`config.mk`:
```
export PLATFORM = sky130hd
export DESIGN_NAME = power_monitor_reading_convert
export DESIGN_NICKNAME = d
export VERILOG_FILES = /design/src/rtl/pmrc_pkg.sv /design/src/rtl/pmrc_front.sv /design/src/rtl/pmrc_scale.sv /design/src/rtl/pmrc_split.sv /design/src/rtl/power_monitor_reading_convert.sv
export SDC_FILE = /design/constraint.sdc
export NUM_CORES = 2
export LEC_CHECK = 0
export BUFFER_PORTS_ARGS = -buffer_cell sky130_fd_sc_hd__buf_2
export CAP_MARGIN = 20
export CORE_MARGIN = 8
export CORE_UTILIZATION = 50
export CTS_CLUSTER_SIZE = 16
export DETAILED_ROUTE_END_ITERATION = 8
export PLACE_DENSITY = 0.66
export SLEW_MARGIN = 40
export SYNTH_ARGS = -nofsm -noshare
export SYNTH_HDL_FRONTEND = slang
export SYNTH_SLANG_ARGS = --single-unit
```
`constraint.sdc`:
```
create_clock -name clk -period 12.1 [get_ports clk]
set_clock_uncertainty 0.15 [all_clocks]
set_input_delay 1.21 -clock clk [delete_from_list [all_inputs] [get_ports clk]]
set_output_delay 1.21 -clock clk [all_outputs]
set_load 0.02 [all_outputs]
```
`src/rtl/pmrc_pkg.sv`:
```
// Package for the power monitor reading converter.
// Holds the register-select codes, config indexes, range codes, constants and
// the stage records shared by the pipeline modules. No dependencies.
package pmrc_pkg;

    typedef enum logic [1:0] {
        SEL_BUS     = 2'd0,
        SEL_CURRENT = 2'd1,
        SEL_POWER   = 2'd2,
        SEL_OTHER   = 2'd3
    } sel_t;

    typedef enum logic {
        CFG_BUS_RANGE   = 1'b0,
        CFG_COUNT_SCALE = 1'b1
    } cfg_index_t;

    // bus range codes
    localparam logic [1:0] RANGE_12BIT = 2'b00;
    localparam logic [1:0] RANGE_13BIT = 2'b01;
    localparam logic [1:0] RANGE_60V_A = 2'b10;
    localparam logic [1:0] RANGE_60V_B = 2'b11;

    localparam int FRAC_BITS  = 24;
    localparam int PROD_W     = 48;   // 16 x 32 product
    localparam int MAG_W      = 54;   // product scaled by up to 40
    localparam int WHOLE_W    = MAG_W - FRAC_BITS;
    localparam int THOU_W     = 10;
    localparam int MV_W       = 16;
    localparam int QUOT_W     = 7;    // 65532 / 1000 fits in 7 bits

    localparam logic [9:0]  THOUSAND     = 10'd1000;
    // floor(mv / 1000) == (mv * MV_RECIP) >> RECIP_SHIFT for every 16-bit mv
    localparam logic [16:0] MV_RECIP     = 17'd67109;
    localparam int          RECIP_SHIFT  = 26;

    typedef struct packed {
        sel_t                sel;
        logic                neg;
        logic                wide;
        logic [PROD_W-1:0]   prod;
        logic [MV_W-1:0]     mv;
    } s1_t;

    typedef struct packed {
        sel_t                sel;
        logic                neg;
        logic [MAG_W-1:0]    mag;
        logic [QUOT_W-1:0]   quot;
        logic [MV_W-1:0]     mv;
    } s2_t;

    typedef struct packed {
        sel_t                sel;
        logic                neg;
        logic [WHOLE_W-1:0]  whole;
        logic [THOU_W-1:0]   thou;
    } s3_t;

endpackage

```
`src/rtl/pmrc_front.sv`:
```
// First stage: decodes the register word and forms the raw product.
// Bus words give millivolts; current and power counts are multiplied by the LSB.
// Depends on pmrc_pkg.
module pmrc_front
(
    input  logic             clk,
    input  logic             en,
    input  pmrc_pkg::sel_t   sel,
    input  logic [15:0]      word,
    input  logic [1:0]       bus_range,
    input  logic [31:0]      count_scale,
    output pmrc_pkg::s1_t    s1
);

    pmrc_pkg::s1_t s1_reg;
    pmrc_pkg::s1_t s1_next;

    logic        wide;
    logic        neg;
    logic [15:0] count;
    logic [13:0] field;

    always_comb
    begin
        wide = (bus_range == pmrc_pkg::RANGE_60V_A) || (bus_range == pmrc_pkg::RANGE_60V_B);
        unique case (bus_range)
            pmrc_pkg::RANGE_12BIT: field = {2'b00, word[14:3]};
            pmrc_pkg::RANGE_13BIT: field = {1'b0, word[15:3]};
            pmrc_pkg::RANGE_60V_A,
            pmrc_pkg::RANGE_60V_B: field = word[15:2];
            default:               field = word[15:2];
        endcase

        // current words are two's complement; power words are unsigned
        neg   = (sel == pmrc_pkg::SEL_CURRENT) && word[15];
        count = neg ? (~word + 16'd1) : word;

        s1_next.sel  = sel;
        s1_next.neg  = neg;
        s1_next.wide = wide;
        s1_next.prod = {32'd0, count} * {16'd0, count_scale};
        s1_next.mv   = {field, 2'b00};
    end

    always_ff @(posedge clk)
    begin
        if (en)
        begin
            s1_reg <= s1_next;
        end
    end

    assign s1 = s1_reg;

endmodule

```
`src/rtl/pmrc_scale.sv`:
```
// Second stage: applies the power scale (x20, x40 in 60 V ranges) and
// estimates the bus-voltage quotient by 1000 via a reciprocal multiply.
// Depends on pmrc_pkg.
module pmrc_scale
(
    input  logic             clk,
    input  logic             en,
    input  pmrc_pkg::s1_t    s1,
    output pmrc_pkg::s2_t    s2
);

    pmrc_pkg::s2_t s2_reg;
    pmrc_pkg::s2_t s2_next;

    logic [pmrc_pkg::MAG_W-1:0] p;
    logic [pmrc_pkg::MAG_W-1:0] p20;
    logic [32:0]                recip_prod;

    always_comb
    begin
        p   = {{(pmrc_pkg::MAG_W - pmrc_pkg::PROD_W){1'b0}}, s1.prod};
        p20 = (p << 4) + (p << 2);
        recip_prod = {17'd0, s1.mv} * {16'd0, pmrc_pkg::MV_RECIP};

        s2_next.sel  = s1.sel;
        s2_next.neg  = s1.neg;
        if (s1.sel == pmrc_pkg::SEL_POWER)
        begin
            s2_next.mag = s1.wide ? (p20 << 1) : p20;
        end
        else
        begin
            s2_next.mag = p;
        end
        s2_next.quot = recip_prod[pmrc_pkg::RECIP_SHIFT +: pmrc_pkg::QUOT_W];
        s2_next.mv   = s1.mv;
    end

    always_ff @(posedge clk)
    begin
        if (en)
        begin
            s2_reg <= s2_next;
        end
    end

    assign s2 = s2_reg;

endmodule

```
`src/rtl/pmrc_split.sv`:
```
// Third stage: splits the Q.24 magnitude into whole units and thousandths,
// or forms the bus-voltage remainder. Results are unsigned magnitudes.
// Depends on pmrc_pkg.
module pmrc_split
(
    input  logic             clk,
    input  logic             en,
    input  pmrc_pkg::s2_t    s2,
    output pmrc_pkg::s3_t    s3
);

    pmrc_pkg::s3_t s3_reg;
    pmrc_pkg::s3_t s3_next;

    logic [33:0] frac_prod;
    logic [16:0] quot_k;
    logic [15:0] rem;

    always_comb
    begin
        frac_prod = {10'd0, s2.mag[pmrc_pkg::FRAC_BITS-1:0]} * {24'd0, pmrc_pkg::THOUSAND};
        quot_k    = {10'd0, s2.quot} * {7'd0, pmrc_pkg::THOUSAND};
        rem       = s2.mv - quot_k[15:0];

        s3_next.sel = s2.sel;
        s3_next.neg = s2.neg;
        if (s2.sel == pmrc_pkg::SEL_BUS)
        begin
            s3_next.whole = {{(pmrc_pkg::WHOLE_W - pmrc_pkg::QUOT_W){1'b0}}, s2.quot};
            s3_next.thou  = rem[pmrc_pkg::THOU_W-1:0];
        end
        else
        begin
            s3_next.whole = s2.mag[pmrc_pkg::MAG_W-1:pmrc_pkg::FRAC_BITS];
            s3_next.thou  = frac_prod[pmrc_pkg::FRAC_BITS +: pmrc_pkg::THOU_W];
        end
    end

    always_ff @(posedge clk)
    begin
        if (en)
        begin
            s3_reg <= s3_next;
        end
    end

    assign s3 = s3_reg;

endmodule

```
`src/rtl/power_monitor_reading_convert.sv`:
```
// Channel   Dir  Payload (low bit up)                              Handshake
// s_*       in   tuser: reg_select[1:0]; tdata: raw_word[15:0]     s_tvalid/s_tready
// m_*       out  tuser: status; tdata: value_integer[31:0],        m_tvalid/m_tready
//                value_fraction[42:32], zero pad [47:43]
// cfg_*     in   cfg_index selects register, cfg_wdata[31:0]       cfg_we
//
// Four register stages: decode and 16x32 multiply, scale, split, sign and output.
// One item per cycle while m_tready does not stall the output; an accepted item
// passes through the decode, scale, split and output registers in turn before m_tvalid rises.
// Each stage loads whenever it is empty or the next one moves, so a stall
// fills bubbles first and loses nothing. Reset clears the valids and config.
// Top level of the reading converter; uses pmrc_pkg, pmrc_front, pmrc_scale
// and pmrc_split.
module power_monitor_reading_convert
(
    input  logic        clk,
    input  logic        rst_n,

    input  logic        s_tvalid,
    output logic        s_tready,
    input  logic [15:0] s_tdata,   // raw_word[15:0]
    input  logic [1:0]  s_tuser,   // reg_select[1:0]

    output logic        m_tvalid,
    input  logic        m_tready,
    output logic [47:0] m_tdata,   // value_integer[31:0], value_fraction[42:32], pad
    output logic        m_tuser,   // status

    input  logic        cfg_we,
    input  logic        cfg_index,
    input  logic [31:0] cfg_wdata
);

    logic [1:0]  bus_range_reg;
    logic [31:0] count_scale_reg;

    logic v1_reg, v2_reg, v3_reg, v4_reg;
    logic en1, en2, en3, en4;

    pmrc_pkg::s1_t s1;
    pmrc_pkg::s2_t s2;
    pmrc_pkg::s3_t s3;

    logic        status_reg;
    logic [31:0] int_reg;
    logic [10:0] frac_reg;
    logic        status_next;
    logic [31:0] int_next;
    logic [10:0] frac_next;

    always_ff @(posedge clk or negedge rst_n)
    begin
        if (!rst_n)
        begin
            bus_range_reg   <= 2'd0;
            count_scale_reg <= 32'd0;
        end
        else if (cfg_we)
        begin
            unique case (pmrc_pkg::cfg_index_t'(cfg_index))
                pmrc_pkg::CFG_BUS_RANGE:   bus_range_reg   <= cfg_wdata[1:0];
                pmrc_pkg::CFG_COUNT_SCALE: count_scale_reg <= cfg_wdata;
                default:                   count_scale_reg <= cfg_wdata;
            endcase
        end
    end

    assign en4      = !v4_reg || m_tready;
    assign en3      = !v3_reg || en4;
    assign en2      = !v2_reg || en3;
    assign en1      = !v1_reg || en2;
    assign s_tready = en1;

    always_ff @(posedge clk or negedge rst_n)
    begin
        if (!rst_n)
        begin
            v1_reg <= 1'b0;
            v2_reg <= 1'b0;
            v3_reg <= 1'b0;
            v4_reg <= 1'b0;
        end
        else
        begin
            if (en1) v1_reg <= s_tvalid;
            if (en2) v2_reg <= v1_reg;
            if (en3) v3_reg <= v2_reg;
            if (en4) v4_reg <= v3_reg;
        end
    end

    pmrc_front u_front
    (
        .clk         (clk),
        .en          (en1),
        .sel         (pmrc_pkg::sel_t'(s_tuser)),
        .word        (s_tdata),
        .bus_range   (bus_range_reg),
        .count_scale (count_scale_reg),
        .s1          (s1)
    );

    pmrc_scale u_scale
    (
        .clk (clk),
        .en  (en2),
        .s1  (s1),
        .s2  (s2)
    );

    pmrc_split u_split
    (
        .clk (clk),
        .en  (en3),
        .s2  (s2),
        .s3  (s3)
    );

    // sign and output stage; a zero magnitude negates to zero, so no check
    always_comb
    begin
        logic [31:0] whole_ext;
        logic [10:0] thou_ext;
        whole_ext = {{(32 - pmrc_pkg::WHOLE_W){1'b0}}, s3.whole};
        thou_ext  = {1'b0, s3.thou};
        if (s3.sel == pmrc_pkg::SEL_OTHER)
        begin
            status_next = 1'b1;
            int_next    = 32'd0;
            frac_next   = 11'd0;
        end
        else
        begin
            status_next = 1'b0;
            int_next    = s3.neg ? (32'd0 - whole_ext) : whole_ext;
            frac_next   = s3.neg ? (11'd0 - thou_ext) : thou_ext;
        end
    end

    always_ff @(posedge clk)
    begin
        if (en4)
        begin
            status_reg <= status_next;
            int_reg    <= int_next;
            frac_reg   <= frac_next;
        end
    end

    assign m_tvalid = v4_reg;
    assign m_tuser  = status_reg;
    assign m_tdata  = {5'd0, frac_reg, int_reg};

endmodule

```
==> reports/results.tsv <==
stage	metric	value	unit
outcome	outcome	finished clean	
drt	drc_errors	0	
final_layout	insertedDiodeCount	0	
synth	synth_common_cells	inv_1 (718), fa_1 (536), nand2_1 (506)	
synth	synth_ff_type	edfxtp_1	
clocking	clockBufferDepth	3	
final_layout	stdcell_count	4761	
sta	fmax	0.108	GHz
final_layout	fin_nets	4735	
synth	ys_seq_area_share	21.1	%
die	core	0.0725	mm2
critical_path	critPathKind	in2reg	
die	start_util	50.1	%
sta	rsz0062_at_grt	no	
final_layout	multi_input_area	0.0255	mm2
critical_path	critPathLaunchType	input port	
sta	tightest_slew	0.861	ns
final_layout	drive_gt1_share	7.50	%
drt	drt_iter0_drc	1413	
synth	yosysTopAreaCellShare	29.6	%
die	die_width	285	um
clocking	cts_tree	yes	
sta	period_share	76.5	%
synth	postSynthAreaPerCell	9.67	um2
synth	syn_area	0.0363	mm2
clocking	cts-resized-gates	0	
min_path	hold_class	reg2reg	
die	ioPinCount	107	
final_layout	synthToLayoutAreaGrowth	7.42	%
final_layout	fill_cells	6571	
placement	place.gp.congestion	0.888	
sta	fin_setup_tns	0	ns
drt	viasPerCell	5.28	
clocking	hold_buffers	0	
critical_path	cp.required	12.25	ns
synth	yosysMostFrequentCell	inv_1	
sta	relSlewSlack	42.6	%
clocking	cts_setup_buffers	0	
drt	dr.pass1.iters	6	
placement	dp_hpwl	65400	um
clocking	cts_sinks	262	
global_routing	antenna_found_initial	1	
placement	port_buffers	101	
synth	synth_cells	3752	
synth	synth-edff-count	224	
drt	postRouteAntennaNets	0	
critical_path	critPathLaunch	s_tdata[0]	
global_routing	grt-ovfl-total	0	
clocking	clk_latency	0.56	ns
critical_path	cp-end-kind	flip-flop	
clocking	clockRootBuffer	clkbuf_16	
die	fp-row-count	99	
critical_path	crit_slowest_cell	xor2_2	
synth	ys_warn_count	0	
synth	yosysTopAreaCell	fa_1	
sta	maxSlewViolCount	0	
synth	synthArstFlopShare	14.5	%
sta	post-route-min-period	9.26	ns
critical_path	critPathMaxFanout	35	
final_layout	largest_reg_flops	72	
final_layout	regArea	0.00768	mm2
critical_path	r2r_slack	4.69	ns
clocking	clkTransAtPathRegs	0.06	ns
critical_path	critPathArrivalTime	9.41	ns
drt	wire_per_inst	17.3	um
synth	synth_area_leaders	fa_1 (30%), edfxtp_1 (19%), ha_1 (13%)	
synth	ys_ff_latch	262	
clocking	htreeDepth	2	
global_routing	grt_pass1_vias	26600	
global_routing	grt.total_usage	20.5	%
global_routing	grt_pass1_wl	138000	um
clocking	cts_inserted_buffers	35	
global_routing	grt_max_degree	71	
drt	vias	25200	
placement	dp_cells	4697	
min_path	worstHoldStart	v1_reg$_DFFE_PN0P_	
sta	setup-violations-final	0	
sta	hold_violations	0	
die	fp.dieH	285	um
flow_run	maxCapViolations	0	
critical_path	regToRegStartpoint	count_scale_reg[14]$_DFFE_PN0P_	
die	fp.dieArea	0.0815	mm2
synth	ys_types	85	
critical_path	crit_path_max_incr_delay	0.68	ns
drt	wl	82300	um
## kinds of logic (layout without fill, tap and decap cells)
logic type      Yosys count  after routing  synth area share (%)
other cells               1              5                0.0103
compound gates          464            464                  8.35
buf+inv                 866            912                  9.04
flops                   262            262                  21.1
simple gates           1019           1019                  13.0
xor+xnor                151            151                  3.64
fa+ha+maj               904            904                  42.2
mux                      85             85                  2.53
## metal layers
metal	share of wire, %	wire [um]	GRT usage (%)
met3	6.4	5280	3.96
met1	45	37100	27.8
met2	47	38500	34.4
met4	1.8	1450	4.08
met5	0	0	0
## stage by stage
step                      setup slack [ns]  cell area (um2)  hold WS [ns]  utilization [%]
after detailed placement              2.33            37800         0.289             52.2
final                                 2.84            39000         0.307             53.8
after global placement                2.40            37800         0.275             52.1
after global routing                  2.42            39000         0.317             53.8
after floorplan                       3.48            36300         0.250                -
after CTS                             2.91            39000         0.305             53.8
## critical path: cells and delay by family
family | cells | cell delay, ns
adders and majority gates | 8 | 3.63
AOI/OAI and AO/OA | 8 | 1.75
buffers and inverters | 8 | 1.43
xor gates and xnor gates | 1 | 0.68
and+or+nand+nor | 3 | 0.46
muxes | 1 | 0.21
## worst paths after layout
check                                             endpoint  cells after the start
setup reg to reg                  u_front.s1[60]$_DFFE_PP_                     23
setup / recovery                  u_front.s1[60]$_DFFE_PP_                     29
hold reg to reg                         v2_reg$_DFFE_PN0P_                      1
hold / removal                          v2_reg$_DFFE_PN0P_                      1
min in group asynchronous   count_scale_reg[5]$_DFFE_PN0P_                      2
max in group asynchronous  count_scale_reg[24]$_DFFE_PN0P_                      2
## final cells by class
| cell class | instances | share of cell area [%] |
|---|---|---|
| multi-input cells | 2628 | 65.4 |
| flip-flops and latches | 262 | 19.7 |
| inverters | 718 | 6.91 |
| well taps | 959 | 3.08 |
| clock buffers | 39 | 2.34 |
| repair buffers | 130 | 1.92 |
| clock inverters | 25 | 0.699 |
## cells in the final DEF, fill, tap and decap left out, types with 26 or more instances in the layout
| cell type | synthesis | routed |
|---|---|---|
| xnor2_1 | 76 | 72 |
| clkbuf_16 | 0 | 35 |
| o21ai_0 | 103 | 102 |
| nor2_1 | 141 | 140 |
| buf_2 | 7 | 101 |
| a21o_1 | 70 | 70 |
| nand2_1 | 506 | 505 |
| mux2i_1 | 32 | 32 |
| and2_1 | 171 | 171 |
| dfrtp_1 | 38 | 37 |
| nand3_1 | 29 | 28 |
| nor3_1 | 31 | 31 |
| nor2b_1 | 46 | 45 |
| a21oi_1 | 118 | 118 |
| fa_1 | 536 | 536 |
| inv_1 | 718 | 717 |
| edfxtp_1 | 224 | 224 |
| buf_4 | 6 | 26 |
| xor2_1 | 75 | 66 |
| ha_1 | 368 | 368 |
| mux2_2 | 52 | 52 |
Power is not shown: default switching activity piles up to over one toggle a cycle in this logic, so the estimate is an artifact.
